--- src/hdl/sorted_table_occurrence_count_unit_assert.svh ---
// assertion macros for the sorted table occurrence counter
`ifndef SORTED_TABLE_OCCURRENCE_COUNT_UNIT_ASSERT_SVH
`define SORTED_TABLE_OCCURRENCE_COUNT_UNIT_ASSERT_SVH

// same-cycle implication, sampled on clk_i, off during reset
`define STOCC_ASSERT_IMP(label, ante, cons) \
  label: assert property (@(posedge clk_i) disable iff (!rst_ni) (ante) |-> (cons)) \
    else $error("stocc assertion failed");

// next-cycle implication, sampled on clk_i, off during reset
`define STOCC_ASSERT_NXT(label, ante, cons) \
  label: assert property (@(posedge clk_i) disable iff (!rst_ni) (ante) |=> (cons)) \
    else $error("stocc assertion failed");

`endif

--- src/hdl/stocc_pkg.sv ---
// shared constants for the sorted table occurrence counter
package stocc_pkg;

  // item field widths
  localparam int unsigned OP_W    = 2;
  localparam int unsigned VALUE_W = 32;
  localparam int unsigned OUT_W   = 11;

  // operation codes
  localparam logic [OP_W-1:0] OP_CLEAR  = 2'd0;
  localparam logic [OP_W-1:0] OP_APPEND = 2'd1;
  localparam logic [OP_W-1:0] OP_QUERY  = 2'd2;

  typedef logic [OP_W-1:0]           op_t;
  typedef logic signed [VALUE_W-1:0] value_t;
  typedef logic [OUT_W-1:0]          out_field_t;

endpackage

--- src/hdl/stocc_bound_step.sv ---
// shared binary search step: midpoint, signed compare and range update
module stocc_bound_step #(
  parameter int unsigned CNT_W  = 11,
  parameter int unsigned ADDR_W = 10
) (
  input  logic [CNT_W-1:0]       lo_i,
  input  logic [CNT_W-1:0]       hi_i,
  input  stocc_pkg::value_t      probe_i,
  input  stocc_pkg::value_t      key_i,
  input  logic                   strict_i,
  output logic                   done_o,
  output logic [ADDR_W-1:0]      mid_o,
  output logic [CNT_W-1:0]       lo_next_o,
  output logic [CNT_W-1:0]       hi_next_o
);
  import stocc_pkg::*;

  logic [CNT_W:0] sum_m1;
  logic [CNT_W:0] mid_wide;
  logic           go_left;

  // range is empty once lo reaches hi
  assign done_o = (lo_i >= hi_i);

  // midpoint of the closed range, rounding down
  assign sum_m1   = {1'b0, lo_i} + {1'b0, hi_i} - {{CNT_W{1'b0}}, 1'b1};
  assign mid_wide = sum_m1 >> 1;
  assign mid_o    = mid_wide[ADDR_W-1:0];

  // lower bound moves left on probe >= key, upper bound on probe > key
  assign go_left = strict_i ? (probe_i > key_i) : (probe_i >= key_i);

  // halve the range
  always_comb begin
    lo_next_o = lo_i;
    hi_next_o = hi_i;
    if (go_left) begin
      hi_next_o = mid_wide[CNT_W-1:0];
    end else begin
      lo_next_o = mid_wide[CNT_W-1:0] + {{(CNT_W-1){1'b0}}, 1'b1};
    end
  end
endmodule

--- config.mk ---
export PLATFORM = sky130hd
export DESIGN_NAME = stocc_bound_step
export DESIGN_NICKNAME = d
export VERILOG_FILES = /design/src/hdl/sorted_table_occurrence_count_unit_assert.svh /design/src/hdl/stocc_pkg.sv /design/src/hdl/stocc_bound_step.sv
export SDC_FILE = /design/constraint.sdc
export NUM_CORES = 1
export LEC_CHECK = 0
export ABC_AREA = 1
export BUFFER_PORTS_ARGS = -buffer_cell sky130_fd_sc_hd__buf_2
export CAP_MARGIN = 20
export CORE_ASPECT_RATIO = 0.6
export CORE_MARGIN = 1.5
export CORE_UTILIZATION = 46
export DETAILED_ROUTE_END_ITERATION = 10
export PLACE_DENSITY = 0.93
export SETUP_SLACK_MARGIN = 0.5
export SLEW_MARGIN = 20
export SYNTH_ARGS = -nofsm -noshare
export SYNTH_HDL_FRONTEND = slang
export SYNTH_SLANG_ARGS = --single-unit
--- constraint.sdc ---
create_clock -name vclk -period 2.4
set_clock_uncertainty 0.2 [all_clocks]
set_input_delay 0.12 -clock vclk [all_inputs]
set_output_delay 0.12 -clock vclk [all_outputs]
set_load 0.005 [all_outputs]
==> flow_metrics.env, run 1 <==
export IMPL_finalWeightedCongestion=0.905
export IMPL_worst_endpoint="lo_next_o[10]"
export IMPL_lastStage="global routing"
export IMPL_avgSynthCellArea_um2=5.78
export IMPL_die_w_um=101
export IMPL_netlist_top_cells_area="ha_1 (31%), nand2_1 (19%), inv_1 (15%)"
export IMPL_start_util_pct=47.9
export IMPL_synthSimpleGateAreaFrac_pct=40.8
export IMPL_ys_types=29
export IMPL_status="stopped before the end"
export IMPL_yosysMostFrequentCell="nand2_1"
export IMPL_seq_area_frac_synth_pct=0
export IMPL_synth_top_cell_by_area="ha_1"
export IMPL_synthTopCellsByCount="nand2_1 (132), inv_1 (110), ha_1 (65)"
export IMPL_synthesis_nets=614
export IMPL_syn_area_um2=2670
export IMPL_io_buffer_count=120
export IMPL_grt_max_degree=17
export IMPL_netlist_instances=461
export IMPL_die_h_um=62.0
export IMPL_synth_top_family_by_area="simple AND/OR/NAND/NOR gates"
export IMPL_row_count=21
export IMPL_error="[ERROR DPL-0038] Utilization greater than 100%, impossible to legalize"
export IMPL_yosys_warnings=0
export IMPL_synth_xor_xnor_area_share_pct=1.97
export IMPL_synth_mux_area_share_pct=0
export IMPL_synth_compound_gate_area_share_pct=7.93
export IMPL_worst_ep_kind="output port"
export IMPL_dpl_hpwl_um=7410
export IMPL_yosysTopAreaCellShare_pct=30.5
export IMPL_ios=120
export IMPL_synthAdderAreaFrac_pct=31.3
==> logic make-up after synthesis <==
kind of cell	count (synthesis)
simple gates	233
buf+inv	120
fa+ha+maj	66
compound gates	36
xor+xnor	6
==> through the flow <==
step	area [µm²]	worst slack, ns	hold WS [ns]	std cells
floorplan	2780	-0.00987	0.131	461
global placement	3780	-0.342	0.309	700
detailed placement	3780	-0.431	0.309	700
CTS	4770	-0.316	0.310	729
==> timing repair <==
| item | 4_1_cts |
|---|---|
| buffers inserted | 25 |
| pin swaps | 53 |
| hold buffers | 0 |
| endpoints found under the setup margin | 31 |
| cloned | 4 |
| gates resized for setup | 145 |
==> run 2: changes to the inputs <==
Settings changed: CORE_ASPECT_RATIO 0.6 to default, CORE_UTILIZATION 46 to 35, PLACE_DENSITY 0.93 to default, PLACE_DENSITY_LB_ADDON from default to 0.15, SETUP_SLACK_MARGIN 0.5 to default.
Clock period 2.4 ns to 3.1 ns, I/O delays scaled along.
==> run 2 against run 1 <==
Against the previous run: the run now ends clean; synthesized area stayed put; synthesized cell count stayed put.
==> flow_metrics.env, run 2 <==
export IMPL_drt_iter0_drc=105
export IMPL_vias_per_cell=4.56
export IMPL_synth_xor_xnor_area_share_pct=1.97
export IMPL_synth_top_cell_by_area="ha_1"
export IMPL_layout_commonest_cell="nand2_1"
export IMPL_dpl_hpwl_um=6460
export IMPL_fin_crit_sh_pct=93.8
export IMPL_wl_per_cell_um=10.8
export IMPL_row_count=31
export IMPL_grt_pass1_wl_um=12300
export IMPL_syn_area_um2=2670
export IMPL_crit_path_max_fanout=3
export IMPL_peakVddDrop_mv=0.0970
export IMPL_nNetsFinal=736
export IMPL_n_fill_cell=796
export IMPL_final_min_clock_period_ns=2.91
export IMPL_drt_wl_total_um=7340
export IMPL_dieArea_um2=8150
export IMPL_route_detailed_drc=0
export IMPL_core_area_um2=7330
export IMPL_insertedDiodeCount=0
export IMPL_status="complete, no violations"
export IMPL_leakage_nw=2.26
export IMPL_nClkBuffers=0
export IMPL_grt_max_degree=23
export IMPL_netlist_instances=461
export IMPL_synth_top_family_by_area="simple AND/OR/NAND/NOR gates"
export IMPL_synth_mux_area_share_pct=0
export IMPL_p_per_area_nw_per_um2=250
export IMPL_worstHoldPathType="in -> out"
export IMPL_postRouteAntennaNets=0
export IMPL_placed_cells=677
export IMPL_num_vias=3098
export IMPL_crit_required_ns=2.74
export IMPL_start_util_pct=36.4
export IMPL_endpoint_kind="output port"
export IMPL_yosysTopAreaCellShare_pct=30.5
export IMPL_nFlopsAndLatches=0
export IMPL_layout_common_cells="nand2_1 (130), buf_2 (120), inv_1 (106), ha_1 (62), nand3_1 (38)"
export IMPL_layout_drive_gt1_share_pct=29.1
export IMPL_seq_area_um2=0
export IMPL_synthTopCellsByCount="nand2_1 (132), inv_1 (110), ha_1 (65)"
export IMPL_die_h_um=90.3
export IMPL_seq_area_frac_synth_pct=0
export IMPL_cp_data_arrival_time_ns=2.55
export IMPL_synthSimpleGateAreaFrac_pct=40.8
export IMPL_clock_fmax_ghz=0.344
export IMPL_setup_violations_final=0
export IMPL_ys_types=29
export IMPL_relSlewSlack_pct=72.7
export IMPL_hold_ws_ns=0.383
export IMPL_grt_pass1_vias=2937
export IMPL_final_hold_viol_count=0
export IMPL_finalMaxSlewViolations=0
export IMPL_synthesis_nets=614
export IMPL_crit_type="in -> out"
export IMPL_finalWeightedCongestion=0.831
export IMPL_ios=120
export IMPL_cp_start_kind="primary input"
export IMPL_finalPower_w=0.000862
export IMPL_yosysMostFrequentCell="nand2_1"
export IMPL_hold_buffers=0
export IMPL_avgSynthCellArea_um2=5.78
export IMPL_synth_compound_gate_area_share_pct=7.93
export IMPL_dr_pass1_iters=4
export IMPL_grt_ovfl_total=0
export IMPL_die_w_um=90.3
export IMPL_yosys_warnings=0
export IMPL_fin_util_pct=47.0
export IMPL_stdcell_count=680
export IMPL_antenna_found_initial=0
export IMPL_maxCapViolCount=0
export IMPL_worst_pin_slew_ns=0.406
export IMPL_synthToLayoutAreaGrowth_pct=29.1
export IMPL_netlist_top_cells_area="ha_1 (31%), nand2_1 (19%), inv_1 (15%)"
export IMPL_grt_usage_pct=17.4
export IMPL_io_buffer_count=120
export IMPL_synthAdderAreaFrac_pct=31.3
==> run 2: kinds of logic after synthesis <==
family	Yosys count
AO/OA/AOI/OAI	36
XOR/XNOR	6
adder cells (fa/ha/maj)	66
buffers and inverters	120
AND/OR/NAND/NOR	233
==> run 2: cell type report <==
class	instances	area, µm²	share of cell area, %
inverter	113	424	12.3
multi-input combinational	341	2240	65.1
tap	99	124	3.60
timing repair buffer	127	653	19.0
==> run 2: worst paths after layout <==
path    start           end  slack (ns)  cells past startpoint
max   lo_i[1]  lo_next_o[8]        0.19                     19
min   hi_i[6]  hi_next_o[6]        0.38                      4
==> run 2: critical path, stage by stage <==
cell and delay, ns:
buf_2 0.11, inv_1 0.07, ha_4 0.27, inv_2 0.04
ha_4 0.15, inv_1 0.07, fa_1 0.42, inv_2 0.09
ha_4 0.14, inv_2 0.04, nor2_4 0.10, nand3_4 0.09
nor2_4 0.13, nand3_2 0.09, nor2_4 0.15, xor2_1 0.18
nand2_1 0.07, nand2_1 0.07, buf_2 0.10
==> run 2: what timing repair did <==
item,4_1_cts,5_1_grt
endpoints found under the setup margin,0,4
resized for setup,0,14
setup buffers,0,3
==> run 2: stage by stage <==
stage	setup slack [ns]	TNS, ns	area (µm²)
floorplan	0.432	0	2670
global placement	0.115	0	3360
detailed placement	0.0785	0	3360
CTS	0.0733	0	3360
global route	-0.00486	-0.00486	3440
finish	0.192	0	3440
==> run 2: layer usage <==
metal  wire, µm  global-route usage [%]  vias to the layer above  share of wire (%)
met4        122                    2.51                        0                1.7
met1       3360                    23.1                     1331                 46
met2       3470                    31.4                       91                 47
met5          0                       0                        -                  0
li1           -                       -                     1666                  -
met3        383                    1.09                       10                5.2
==> run 2: where the power goes <==
part | switching, W | internal [W]
logic | 0.000502 | 0.000360
clock network | 0 | 0
registers | 0 | 0
Power figures use the tool's default switching activity.
==> run 3: changes to the inputs <==
Settings changed: ABC_AREA 1 to default.
==> run 3 against run 2 <==
Against the previous run: critical path depth shrank 2; fmax shrank 5.7%; synthesized area shrank 17%; utilization grew 9.6 points; count of clock-buffer cells in the layout is the same; power grew 5.8%; worst setup slack lost 0.18 ns; highest routed layer unchanged; combinational power grew 5.8%; synthesized cell count shrank 34%; sequential share of layout area is the same; die area shrank 16%; cell area shrank 1.0%; largest cell class unchanged.
==> flow_metrics.env, run 3 <==
export IMPL_fin_setup_tns_ns=0
export IMPL_swShare_pct=47.1
export IMPL_nNetsFinal=612
export IMPL_crit_required_ns=2.74
export IMPL_peakVddDrop_mv=0.174
export IMPL_netlist_instances=304
export IMPL_dr_pass1_iters=4
export IMPL_row_count=28
export IMPL_worstHoldPathType="in -> out"
export IMPL_finalMaxSlewViolations=0
export IMPL_p_int_w=0.000483
export IMPL_grt_max_degree=23
export IMPL_worst_pin_slew_ns=0.505
export IMPL_endpoint_kind="output port"
export IMPL_layout_drive_gt1_share_pct=42.9
export IMPL_yosysTopAreaCellShare_pct=36.6
export IMPL_synthTopCellsByCount="inv_1 (84), ha_1 (65), a21oi_1 (18)"
export IMPL_drt_wl_total_um=5920
export IMPL_core_area_um2=6030
export IMPL_ys_types=39
export IMPL_synthToLayoutAreaGrowth_pct=53.3
export IMPL_grt_ovfl_total=0
export IMPL_dieArea_um2=6840
export IMPL_cp_data_arrival_time_ns=2.73
export IMPL_critPathBufInv=6
export IMPL_crit_type="in -> out"
export IMPL_busiest_layer="met2"
export IMPL_layout_commonest_cell="buf_2"
export IMPL_clockPowerShare_pct=0
export IMPL_dpl_hpwl_um=5030
export IMPL_relSlewSlack_pct=66.0
export IMPL_min_path_cells=3
export IMPL_seq_area_frac_synth_pct=0
export IMPL_met2_usage_pct=29.4
export IMPL_nClkBuffers=0
export IMPL_drt_iter0_drc=38
export IMPL_fin_crit_sh_pct=99.5
export IMPL_synth_top_cell_by_area="ha_1"
export IMPL_ios=120
export IMPL_grt_pass1_wl_um=8660
export IMPL_start_util_pct=36.9
export IMPL_yosysMostFrequentCell="inv_1"
export IMPL_setup_violations_final=0
export IMPL_final_hold_viol_count=0
export IMPL_yosys_warnings=0
export IMPL_switching_power_w=0.000429
export IMPL_die_w_um=82.7
export IMPL_seq_area_um2=0
export IMPL_postRouteAntennaNets=0
export IMPL_die_h_um=82.7
export IMPL_grt_usage_pct=15.2
export IMPL_netlist_top_cells_area="ha_1 (37%), inv_1 (14%), mux2_1 (5.6%)"
export IMPL_use_met3_pct=0.659
export IMPL_worst_path_stages=17
export IMPL_cp_start_kind="primary input"
export IMPL_syn_area_um2=2220
export IMPL_rsz0062_at_grt="true"
export IMPL_leakage_nw=2.01
export IMPL_maxCapViolCount=0
export IMPL_final_min_clock_period_ns=3.08
export IMPL_p_per_area_nw_per_um2=268
export IMPL_layout_common_cells="buf_2 (117), inv_1 (76), ha_1 (58), buf_4 (34)"
export IMPL_antenna_found_initial=0
export IMPL_insertedDiodeCount=0
export IMPL_num_vias=2535
export IMPL_max_stage_delay_ns=0.36
export IMPL_synthesis_nets=457
export IMPL_io_buffer_count=120
export IMPL_vias_per_cell=4.77
export IMPL_power_frac_comb_pct=100.0
export IMPL_crit_path_max_fanout=2
export IMPL_crit_slowest_cell="fa_2"
export IMPL_hold_buffers=0
export IMPL_hold_ws_ns=0.400
export IMPL_p_seq_share_pct=0
export IMPL_finalWeightedCongestion=0.804
export IMPL_status="complete, no violations"
export IMPL_wl_per_cell_um=11.1
export IMPL_grt_pass1_vias=2207
export IMPL_finalPower_w=0.000912
export IMPL_nFlopsAndLatches=0
export IMPL_cp_top_family="adder cells"
export IMPL_route_detailed_drc=0
export IMPL_clock_fmax_ghz=0.324
export IMPL_avgSynthCellArea_um2=7.31
export IMPL_use_met1_pct=19.1
export IMPL_path_cells="buf_6 > inv_4 > ha_4 > inv_2 > ha_4 > inv_2 > fa_2 > nand2b_4 > a21oi_4 > o21a_1 > o21ai_2 > nor4_2 > buf_4 > nand4_1 > xor2_1 > mux2_4 > buf_6"
## run 3: cell count changes in the layout (fill, tap and decap cells not counted), moves of 8 or more
cell	change
buf_4	+27
nand3_1	-34
mux2i_1	+10
xnor2_1	+9
mux2_1	+11
nor3_1	+8
nand2_1	-123
a21o_1	+12
nor2_1	-16
inv_1	-30
## run 3: layer usage
metal / wire [µm] / vias to the layer above
li1: - / 1341
met5: 0 / -
met2: 2970 / 69
met3: 345 / 4
met4: 25 / 0
met1: 2580 / 1121
## run 3: path summary, 6_finish.rpt
| check | start | to |
|---|---|---|
| max | hi_i[1] | lo_next_o[10] |
| min | hi_i[2] | hi_next_o[2] |
## run 3: logic make-up after synthesis
kind of cell / count (synthesis) / share of synthesized area, %
compound gates: 59 / 17.7
xor+xnor: 14 / 5.86
fa+ha+maj: 66 / 37.5
simple gates: 57 / 13.5
mux: 22 / 10.6
buf+inv: 86 / 14.9
## run 3: metrics by stage
stage	setup WS, ns	std cells	util [%]	instance area [µm²]
2_1_floorplan	0.0134	304	-	2220
3_3_place_gp	-0.195	526	52.1	3140
3_5_place_dp	-0.230	526	52.1	3140
4_1_cts	0.00347	528	53.7	3230
5_1_grt	-0.118	532	56.5	3410
6_report	0.0165	532	56.5	3410
## run 3: power by group through the flow
stage / clock network, W / registers (W) / logic [W]
detailed placement: 0 / 0 / 0.000794
global placement: 0 / 0 / 0.000792
global route: 0 / 0 / 0.00102
finish: 0 / 0 / 0.000912
CTS: 0 / 0 / 0.000840
floorplan: 0 / 0 / 0.000447
## run 3: repair_timing
item,4_1_cts,5_1_grt
pin swaps,8,13
setup endpoints to repair,5,6
gates resized for setup,18,29
setup buffers,2,4
## run 3: tightest hold or removal path, stage by stage
cell	delay, ns
buf_2	0.08
mux2_1	0.11
buf_2	0.10
## run 3: layout make-up
type,count,area (µm²)
fill,593,2620
inverter,84,320
multi-input combinational,218,2100
tap,75,93.8
timing repair buffer,155,895
